### config.mk
export PLATFORM = sky130hd
export DESIGN_NAME = elevator_group_controller
export DESIGN_NICKNAME = d
export VERILOG_FILES = /design/src/design/egc_pkg.sv /design/src/design/egc_scan.sv /design/src/design/elevator_group_controller.sv
export VERILOG_INCLUDE_DIRS = /design/src /design/src/design
export SDC_FILE = /design/constraint.sdc
export NUM_CORES = 2
export LEC_CHECK = 0
export BUFFER_PORTS_ARGS = -buffer_cell sky130_fd_sc_hd__buf_2
export CORE_ASPECT_RATIO = 0.7
export CORE_MARGIN = 1.5
export CORE_UTILIZATION = 55
export CTS_CLUSTER_SIZE = 25
export DETAILED_ROUTE_END_ITERATION = 10
export PLACE_DENSITY_LB_ADDON = 0.1
export REMOVE_ABC_BUFFERS = 1
export SLEW_MARGIN = 25
export SYNTH_ARGS = -nofsm -noshare
export SYNTH_HDL_FRONTEND = slang
export SYNTH_HIERARCHICAL = 1
export SYNTH_SLANG_ARGS = --single-unit
### constraint.sdc
create_clock -name clk -period 6.7 [get_ports clk]
set_input_delay 0.67 -clock clk [delete_from_list [all_inputs] [get_ports clk]]
set_output_delay 0.67 -clock clk [all_outputs]
set_load 0.02 [all_outputs]
### src/design/assert_macros.svh
// Assertion macros used by the top-level RTL file.
`ifndef ASSERT_MACROS_SVH
`define ASSERT_MACROS_SVH
`ifndef NO_ASSERTIONS
`define ASSERT_CLK(label, prop, msg) \
    label: assert property (@(posedge clk) disable iff (!rst_n) (prop)) else $error(msg);
`define ASSERT_NEVER(label, expr, msg) \
    label: assert property (@(posedge clk) disable iff (!rst_n) !(expr)) else $error(msg);
`else
`define ASSERT_CLK(label, prop, msg)
`define ASSERT_NEVER(label, expr, msg)
`endif
`endif

### src/design/egc_pkg.sv
// Package: types, codes and constants of the elevator group controller.
`default_nettype none
package egc_pkg;
    localparam int DefNumCars   = 4;
    localparam int DefNumFloors = 64;
    localparam int MaxReport    = 4;

    localparam logic [1:0] REQ_FLOOR = 2'd0;
    localparam logic [1:0] REQ_TICK  = 2'd1;
    localparam logic [1:0] REQ_EMERG = 2'd2;
    localparam logic [1:0] REQ_CLEAR = 2'd3;

    localparam logic [1:0] KIND_REQ    = 2'd0;
    localparam logic [1:0] KIND_STATUS = 2'd1;
    localparam logic [1:0] KIND_EMERG  = 2'd2;

    localparam logic [1:0] HEAD_IDLE = 2'd0;
    localparam logic [1:0] HEAD_UP   = 2'd1;
    localparam logic [1:0] HEAD_DOWN = 2'd2;
    localparam logic [1:0] HEAD_STOP = 2'd3;

    localparam logic [0:0] REG_TOP_FLOOR = 1'd0;
    localparam logic [0:0] REG_CAR_COUNT = 1'd1;

    typedef struct packed {
        logic [1:0] req_type;
        logic [5:0] floor;
        logic [2:0] car_choice;
    } in_item_t;

    typedef struct packed {
        logic [1:0] kind;
        logic       accepted;
        logic [1:0] car_index;
        logic [5:0] car_floor;
        logic [1:0] heading;
        logic       door_open;
        logic       last;
    } out_item_t;

    // Floor scan result handed from the scanner to the sequencer.
    typedef struct packed {
        logic       done;
        logic       found;
        logic [5:0] best;
        logic [1:0] head;
    } scan_res_t;
endpackage
`default_nettype wire

### src/design/egc_scan.sv
// Nearest pending floor scanner: one floor compared per cycle.
`default_nettype none
module egc_scan
    import egc_pkg::*;
#(
    parameter int NUM_FLOORS = DefNumFloors
) (
    input  wire logic        clk,
    input  wire logic        rst_n,
    input  wire logic        start,
    input  wire logic [5:0]  pos,
    input  wire logic [63:0] up_set,
    input  wire logic [63:0] down_set,
    output scan_res_t        res
);
    localparam int FloorLim = (NUM_FLOORS < 64) ? NUM_FLOORS : 64;
    localparam logic [6:0] LastIdx = 7'(FloorLim - 1);

    logic       busy_reg, busy_next;
    logic       phase_reg, phase_next;   // 0 up set, 1 down set
    logic [5:0] idx_reg, idx_next;
    logic [6:0] bestd_reg, bestd_next;
    logic [5:0] best_reg, best_next;
    logic [1:0] head_reg, head_next;
    logic       found_reg, found_next;
    logic       done_reg, done_next;
    logic       hit;
    logic [6:0] d;

    always_comb
    begin
        d   = (idx_reg > pos) ? 7'(idx_reg - pos) : 7'(pos - idx_reg);
        hit = (phase_reg ? down_set[idx_reg] : up_set[idx_reg]) && (d < bestd_reg);
        busy_next  = busy_reg;
        phase_next = phase_reg;
        idx_next   = idx_reg;
        bestd_next = bestd_reg;
        best_next  = best_reg;
        head_next  = head_reg;
        found_next = found_reg;
        done_next  = 1'b0;
        if (start)
        begin
            busy_next  = 1'b1;
            phase_next = 1'b0;
            idx_next   = '0;
            bestd_next = 7'h7f;
            head_next  = HEAD_IDLE;
            found_next = 1'b0;
        end
        else if (busy_reg)
        begin
            if (hit)
            begin
                bestd_next = d;
                best_next  = idx_reg;
                head_next  = phase_reg ? HEAD_DOWN : HEAD_UP;
                found_next = 1'b1;
            end
            if ({1'b0, idx_reg} == LastIdx)
            begin
                idx_next = '0;
                if (phase_reg)
                begin
                    busy_next = 1'b0;
                    done_next = 1'b1;
                end
                phase_next = 1'b1;
            end
            else
            begin
                idx_next = idx_reg + 6'd1;
            end
        end
    end

    always_ff @(posedge clk or negedge rst_n)
    begin
        if (!rst_n)
        begin
            busy_reg <= 1'b0;
            done_reg <= 1'b0;
        end
        else
        begin
            busy_reg <= busy_next;
            done_reg <= done_next;
        end
    end

    always_ff @(posedge clk)
    begin
        phase_reg <= phase_next;
        idx_reg   <= idx_next;
        bestd_reg <= bestd_next;
        best_reg  <= best_next;
        head_reg  <= head_next;
        found_reg <= found_next;
    end

    assign res = '{done: done_reg, found: found_reg, best: best_reg, head: head_reg};
endmodule
`default_nettype wire

### src/design/elevator_group_controller.sv
// Top level: elevator group controller with sequenced per-car tick processing.
//
// Channel   Direction  Handshake        Payload
// in        input      in_valid/ready   in_item_t (req_type, floor, car_choice)
// out       output     out_valid/ready  out_item_t (kind .. last)
// apb       input      psel/penable     top_floor @0x0, car_count @0x4
//
// Flow: a floor request with automatic choice walks the cars one per cycle before
// its result is stored; a chosen car goes straight to the store step; a rejection
// or an emergency item is answered from the idle state; a tick walks the cars in
// use; unless halted, a car with no target is scanned by the one-floor-per-cycle
// scanner. Each result sits in an output register; the block waits there until
// the transaction completes. Reset clears every car at once.
`default_nettype none
`include "assert_macros.svh"
module elevator_group_controller
    import egc_pkg::*;
#(
    parameter int NUM_CARS   = DefNumCars,
    parameter int NUM_FLOORS = DefNumFloors
) (
    input  wire logic        clk,
    input  wire logic        rst_n,
    input  wire logic        in_valid,
    output logic             in_ready,
    input  wire in_item_t    in_item,
    output logic             out_valid,
    input  wire logic        out_ready,
    output out_item_t        out_item,
    input  wire logic        psel,
    input  wire logic        penable,
    input  wire logic        pwrite,
    input  wire logic [2:0]  paddr,
    input  wire logic [31:0] pwdata,
    output logic [31:0]      prdata,
    output logic             pready
);
    localparam int CarW     = (NUM_CARS > 1) ? $clog2(NUM_CARS) : 1;
    localparam int CarLim   = (NUM_CARS < MaxReport) ? NUM_CARS : MaxReport;
    localparam int FloorLim = (NUM_FLOORS < 64) ? NUM_FLOORS : 64;

    localparam logic [2:0] ST_IDLE  = 3'd0;
    localparam logic [2:0] ST_AUTO  = 3'd1;
    localparam logic [2:0] ST_CAR   = 3'd2;
    localparam logic [2:0] ST_SCAN  = 3'd3;
    localparam logic [2:0] ST_MOVE  = 3'd4;
    localparam logic [2:0] ST_OUT   = 3'd5;

    logic [2:0] state_reg, state_next;
    logic [5:0] top_reg;
    logic [2:0] count_reg;
    logic       halted_reg;

    logic [5:0]  pos_reg   [NUM_CARS];
    logic [1:0]  head_reg  [NUM_CARS];
    logic [63:0] up_reg    [NUM_CARS];
    logic [63:0] down_reg  [NUM_CARS];
    logic [5:0]  tgt_reg   [NUM_CARS];
    logic        tval_reg  [NUM_CARS];

    in_item_t   item_reg;
    logic [2:0] car_reg;        // car under work (wide enough for count)
    logic [2:0] sel_reg;
    logic [6:0] bestd_reg;
    logic       tick_reg;       // tick that still has cars to walk
    out_item_t  out_reg;
    logic       ovalid_reg;

    logic [2:0]     n_cars;
    logic [CarW-1:0] ci;
    logic           scan_start;
    scan_res_t      scan;
    logic           wr;
    logic [6:0]     ad;
    logic           want_ok;
    logic [5:0]     npos;

    // Cars in use: zero acts as one, large counts clip to the car limit.
    always_comb
    begin
        n_cars = count_reg;
        if (n_cars == 3'd0)
            n_cars = 3'd1;
        if ({29'd0, n_cars} > 32'(CarLim))
            n_cars = 3'(CarLim);
    end

    assign ci = CarW'(car_reg);
    assign pready = 1'b1;
    assign wr = psel && penable && pwrite;
    assign in_ready = (state_reg == ST_IDLE) && !ovalid_reg;
    assign out_valid = ovalid_reg;
    assign out_item = out_reg;
    assign prdata = paddr[2] ? {29'd0, count_reg} : {26'd0, top_reg};

    always_comb
    begin
        ad = (pos_reg[ci] > item_reg.floor) ? 7'(pos_reg[ci] - item_reg.floor)
                                            : 7'(item_reg.floor - pos_reg[ci]);
        want_ok = ((up_reg[ci] == '0) && (down_reg[ci] == '0))
                  || (head_reg[ci] == ((item_reg.floor > pos_reg[ci]) ? HEAD_UP
                                                                       : HEAD_DOWN));
        npos = pos_reg[ci];
        if (pos_reg[ci] < tgt_reg[ci])
            npos = pos_reg[ci] + 6'd1;
        else if (pos_reg[ci] > tgt_reg[ci])
            npos = pos_reg[ci] - 6'd1;
    end

    egc_scan #(.NUM_FLOORS(NUM_FLOORS)) u_scan (
        .clk      (clk),
        .rst_n    (rst_n),
        .start    (scan_start),
        .pos      (pos_reg[ci]),
        .up_set   (up_reg[ci]),
        .down_set (down_reg[ci]),
        .res      (scan)
    );

    assign scan_start = (state_reg == ST_CAR) && !halted_reg && !tval_reg[ci];

    // Configuration registers.
    always_ff @(posedge clk or negedge rst_n)
    begin
        if (!rst_n)
        begin
            top_reg   <= 6'd63;
            count_reg <= 3'd4;
        end
        else if (wr)
        begin
            unique case (paddr[2])
                REG_TOP_FLOOR: top_reg   <= pwdata[5:0];
                REG_CAR_COUNT: count_reg <= pwdata[2:0];
                default: ;
            endcase
        end
    end

    // Sequencer and car state.
    always_ff @(posedge clk or negedge rst_n)
    begin
        if (!rst_n)
        begin
            state_reg  <= ST_IDLE;
            halted_reg <= 1'b0;
            ovalid_reg <= 1'b0;
            tick_reg   <= 1'b0;
            for (int c = 0; c < NUM_CARS; c++)
            begin
                pos_reg[c]  <= '0;
                head_reg[c] <= HEAD_IDLE;
                up_reg[c]   <= '0;
                down_reg[c] <= '0;
                tgt_reg[c]  <= '0;
                tval_reg[c] <= 1'b0;
            end
        end
        else
        begin
            if (ovalid_reg && out_ready)
                ovalid_reg <= 1'b0;
            unique case (state_reg)
                ST_IDLE:
                begin
                    if (in_valid && in_ready)
                    begin
                        item_reg  <= in_item;
                        car_reg   <= '0;
                        sel_reg   <= '0;
                        bestd_reg <= 7'h7f;
                        unique case (in_item.req_type)
                            REQ_FLOOR:
                            begin
                                if ({1'b0, in_item.floor} > {1'b0, top_reg}
                                    || 32'(in_item.floor) >= 32'(FloorLim)
                                    || in_item.car_choice > n_cars)
                                begin
                                    out_reg    <= '{KIND_REQ, 1'b0, 2'd0, 6'd0,
                                                    HEAD_IDLE, 1'b0, 1'b1};
                                    ovalid_reg <= 1'b1;
                                end
                                else if (in_item.car_choice == 3'd0)
                                    state_reg <= ST_AUTO;
                                else
                                begin
                                    sel_reg   <= in_item.car_choice - 3'd1;
                                    car_reg   <= in_item.car_choice - 3'd1;
                                    state_reg <= ST_OUT;
                                end
                            end
                            REQ_TICK:
                            begin
                                tick_reg  <= 1'b1;
                                state_reg <= ST_CAR;
                            end
                            REQ_EMERG:
                            begin
                                halted_reg <= 1'b1;
                                for (int c = 0; c < NUM_CARS; c++)
                                begin
                                    tval_reg[c] <= 1'b0;
                                    head_reg[c] <= HEAD_STOP;
                                end
                                out_reg    <= '{KIND_EMERG, 1'b1, 2'd0, 6'd0,
                                                HEAD_IDLE, 1'b0, 1'b1};
                                ovalid_reg <= 1'b1;
                            end
                            REQ_CLEAR:
                            begin
                                halted_reg <= 1'b0;
                                out_reg    <= '{KIND_EMERG, 1'b1, 2'd0, 6'd0,
                                                HEAD_IDLE, 1'b0, 1'b1};
                                ovalid_reg <= 1'b1;
                            end
                            default: ;
                        endcase
                    end
                end
                ST_AUTO:
                begin
                    // Walk the cars, keep the strictly nearest eligible one.
                    if (ad < bestd_reg && want_ok)
                    begin
                        bestd_reg <= ad;
                        sel_reg   <= car_reg;
                    end
                    if (car_reg + 3'd1 >= n_cars)
                    begin
                        car_reg   <= (ad < bestd_reg && want_ok) ? car_reg : sel_reg;
                        state_reg <= ST_OUT;
                    end
                    else
                        car_reg <= car_reg + 3'd1;
                end
                ST_OUT:
                begin
                    // Store the request and acknowledge it.
                    if (item_reg.floor < pos_reg[ci])
                        down_reg[ci] <= down_reg[ci] | (64'd1 << item_reg.floor);
                    else
                        up_reg[ci] <= up_reg[ci] | (64'd1 << item_reg.floor);
                    out_reg    <= '{KIND_REQ, 1'b1, 2'(car_reg), pos_reg[ci],
                                    head_reg[ci], 1'b0, 1'b1};
                    ovalid_reg <= 1'b1;
                    state_reg  <= ST_IDLE;
                end
                ST_CAR:
                begin
                    if (!ovalid_reg)
                    begin
                        if (halted_reg)
                        begin
                            head_reg[ci] <= HEAD_STOP;
                            out_reg      <= '{KIND_STATUS, 1'b0, 2'(car_reg), pos_reg[ci],
                                              HEAD_STOP, 1'b0,
                                              car_reg + 3'd1 == n_cars};
                            ovalid_reg   <= 1'b1;
                            if (car_reg + 3'd1 == n_cars)
                            begin
                                tick_reg  <= 1'b0;
                                state_reg <= ST_IDLE;
                            end
                            else
                                car_reg <= car_reg + 3'd1;
                        end
                        else if (!tval_reg[ci])
                            state_reg <= ST_SCAN;
                        else
                            state_reg <= ST_MOVE;
                    end
                end
                ST_SCAN:
                begin
                    if (scan.done)
                    begin
                        head_reg[ci] <= scan.head;
                        if (scan.found)
                        begin
                            tgt_reg[ci]  <= scan.best;
                            tval_reg[ci] <= 1'b1;
                        end
                        state_reg <= ST_MOVE;
                    end
                end
                ST_MOVE:
                begin
                    // Step one floor toward a pending target, open doors on arrival, report.
                    if (tval_reg[ci])
                    begin
                        pos_reg[ci] <= npos;
                        if (npos == tgt_reg[ci])
                        begin
                            up_reg[ci]   <= up_reg[ci] & ~(64'd1 << npos);
                            down_reg[ci] <= down_reg[ci] & ~(64'd1 << npos);
                            tval_reg[ci] <= 1'b0;
                        end
                    end
                    out_reg <= '{KIND_STATUS, 1'b0, 2'(car_reg),
                                 tval_reg[ci] ? npos : pos_reg[ci], head_reg[ci],
                                 tval_reg[ci] && (npos == tgt_reg[ci]),
                                 car_reg + 3'd1 == n_cars};
                    ovalid_reg <= 1'b1;
                    if (car_reg + 3'd1 == n_cars)
                    begin
                        tick_reg  <= 1'b0;
                        state_reg <= ST_IDLE;
                    end
                    else
                    begin
                        car_reg   <= car_reg + 3'd1;
                        state_reg <= ST_CAR;
                    end
                end
                default: state_reg <= ST_IDLE;
            endcase
        end
    end

    `ASSERT_CLK(a_ready_idle, in_ready |-> (state_reg == ST_IDLE && !tick_reg),
                "input ready while a tick is still in progress")
    `ASSERT_CLK(a_out_hold, (out_valid && !out_ready) |=> $stable(out_reg),
                "result changed while stalled")
    `ASSERT_NEVER(a_scan_busy, scan_start && state_reg != ST_CAR,
                  "scanner started outside car step")
endmodule
`default_nettype wire

==> results.md <==
- Max Freq: 0.1674 GHz
- Largest net degree at the start of global routing: 186
- Post-DRT Antenna Nets: 0
- Mapped Area: 0.03226 sq mm
- Root buffer cell: clkbuf_16
- Post_cts resized: 0
- GRT overflow: 0
- Vias in the first global route: 24.02k
- CTS max path bufs: 3
- Antenna violations before repair: 1
- Die footprint: 0.06013 sq mm
- Post-CTS Hold Buffers: 1
- Post-synth EDFFs: 40
- Hold depth: 1
- GPL Wtd Cong: 0.9291
- PortBufs: between 40 and 50
- Hold Path Class: in2reg
- Static Leakage: roughly 15 nW
- Dpl cells: ~3.7k
- Reg2Reg Setup Slack: a little over 700 ps
- Unique cell type count in the Yosys netlist: 84
- Met2 Usage GRT: 45.20%
- Number of synthesis warnings: 6
- Worst skew pair latency: 630 ps
- Die Height: 205.6 um
- R2r worst-path depth: 17
- Critical Path RT: 6960 ps
- Outcome: finished, final reports clean
- Vias after detailed routing: 24.54k
- Die width: 292.5 um
- CTS H-Tree Depth: 3
- Drt first pass iters: 6
- Power density cells: between 400 and 500 mW/mm^2
- Post-DP HPWL: 63200 um
- Seq/Total Area, Yosys: 50.42%
- Critical path launch point type: flip-flop
- Unrepaired setup endpoints after global routing: false
- Post-synth top area cell: dfrtp_1
- Syn avg cell area: 10.72 sq um
- # IOs: around 100
- Final Hold Vio Count: 0
- Period utilisation layout: around nine tenths
- FILL cells: 4793
- Clk sink count: approximately 650
- Syn Inst Count: around 3k
- Fin. max-slew vios: 0
- Total CTS buffers: 67
- Global-route wire length before repair: about 150000 um
- Initial Util: ~55%
- CP Max Fanout: 10
- M1 GR Usage: 48.40%
- Final cell count without fillers: ~3.8k
- Critical Path AT: 6230 ps
- Seq cells post-synth: 645
- Synth Flop Type: dfrtp_1
- Most Used Layer, Global Route: met1
- Clock Pin Slew Worst Setup and Hold Paths: 60 ps
- Area growth, synth to finish: 9.864%
- Post-CTS Setup Repair Bufs: 0
- Final setup violation count: 0
- Peak VDD IR: 0.3701 mV
- Detailed Route Iter0 Violations: about 2.7k
- CTS tree: built
- Nets: 3104
- DRC: 0
- Minimum clock period: roughly 6000 ps
- WL final: 95660 um
- Hold WS: 263.2 ps
- Area of the core: a little under 0.06 sq mm
- Crit Path Class: reg2reg
- Yosys top cell area share: 45.07%
- Setup Skew: 28.49 ps
- Worst-margin pin slew: 1049 ps
- Worst Setup End Kind: flip-flop
- M3 GR Usage: 10.22%
- All-Layer GR Usage: 32.42%
- Vias per cell: 6.468
- WL/cell: 25.21 um
- Row Count: 74
- Area contributors post-synth: dfrtp_1 (45%), mux4_2 (12%), o21ai_0 (7.7%), nand2_1 (6.9%), mux2_2 (3.9%)
- Max cap viols: 0
- Asr flop ratio synth: 91.16%
- Slew HR: 29.31%
- Share of cells above drive strength 1: around 17%
-- final cells by class --
class,instances,area [sq um],area share (%)
sequential,645,16270,45.90
multi-input combinational,2101,14900,42.05
clock buffer,99,1991,5.617
tap,760,950.9,2.683
timing repair buffer,95,818.3,2.309
inverter,72,270.3,0.7626
clock inverter,21,237.7,0.6708
antenna,1,2.502,0.007061
-- layout by cell type (no fill, tap or decap), drive strengths merged, types with 8 or more instances in the layout --
master and n:
nand2 590, dfrtp 581, o21ai 514, mux4 173
nor2 131, mux2 113, clkbuf 99, buf 94
o22ai 93, inv 76, a21oi 68, ha 65
nor4 43, edfxtp 40, conb 27, nand3 25
mux2i 20, o22a 19, nor3 18, nand4 17
dfxtp 17, xnor2 17, o21a 16, nor2b 14
clkinv 14, nand2b 13, and2 9, a31oi 8
and3 8
-- metal layers --
metal / wire length (um) / vias to the layer above
met4: 2557 / 2
met1: 42290 / 12377
li1: - / 10754
met5: 9 / -
met3: 11020 / 181
met2: 39780 / 1227
-- Yosys cell counts (8+ instances only) --
cell	count
nand2_1	590
dfrtp_1	581
o21ai_0	497
mux4_2	171
nor2_1	131
mux2_2	113
clkbuf_1	102
o22ai_1	92
inv_1	70
a21oi_1	68
ha_1	65
nor4_1	42
buf_2	40
edfxtp_1	40
buf_4	39
buf_1	32
nand3_1	25
mux2i_1	20
o22a_1	19
nor3_1	18
dfxtp_1	17
nand4_1	17
o21ai_1	17
o21a_1	16
xnor2_1	16
nor2b_1	14
nand2b_1	13
a31oi_1	8
and2_1	8
and3_1	8
-- critical path: stages (launching register included) --
cell and delay (ps):
edfxtp_1 730, mux4_2 760, inv_1 110, ha_1 330, and2_1 220, a221o_1 340
o22ai_2 350, mux2_2 430, or4_1 530, and3_1 210, ha_1 280, o211a_1 130
nand2_1 70, nand4b_1 90, a31oi_1 230, and4_1 320, nor2_1 90, nor2_1 370
-- where the power goes --
part / switching (mW) / leakage, nW / total, mW / internal [mW]
Sequential: 0.260 / 8.63 / 4.62 / 4.36
Combinational: 4.31 / 5.56 / 6.47 / 2.16
Clock: 1.61 / 1.09 / 3.78 / 2.16
Total: 6.19 / 15.3 / 14.9 / 8.68
-- metrics by stage --
stage	utilization (%)	TNS [ps]	setup WS [ps]	total power, mW	cell area, sq um
6_report	60.95	0	724.9	14.86	35440
5_1_grt	60.94	0	413.9	15.58	35440
4_1_cts	60.78	0	752.2	14.70	35340
3_5_place_dp	56.93	0	771.8	10.91	33100
3_3_place_gp	56.93	0	966.1	10.77	33100
2_1_floorplan	-	-3184640	-5922	8.810	31330
-- cells by family after synthesis --
logic type | count (synthesis) | share of synthesized area [%]
adder cells (fa/ha/maj) | 70 | 2.801
flip-flops | 645 | 50.42
buffers and inverters | 288 | 4.011
XOR/XNOR | 21 | 0.7215
AO/OA/AOI/OAI | 789 | 13.78
other | 2 | 0.02328
multiplexers | 306 | 16.67
AND/OR/NAND/NOR | 888 | 11.57
-- final timing paths --
path                              from            endpoint
max                         car_reg[0]  u_scan/best_reg[4]
min in group asynchronous        rst_n         head_reg[2]
max reg2reg                 car_reg[0]  u_scan/best_reg[4]
min reg2reg                up_reg[246]         up_reg[246]
min                         in_item[7]         item_reg[7]
max in group asynchronous        rst_n         up_reg[240]
Note: power is estimated with default switching activity, not from simulation.
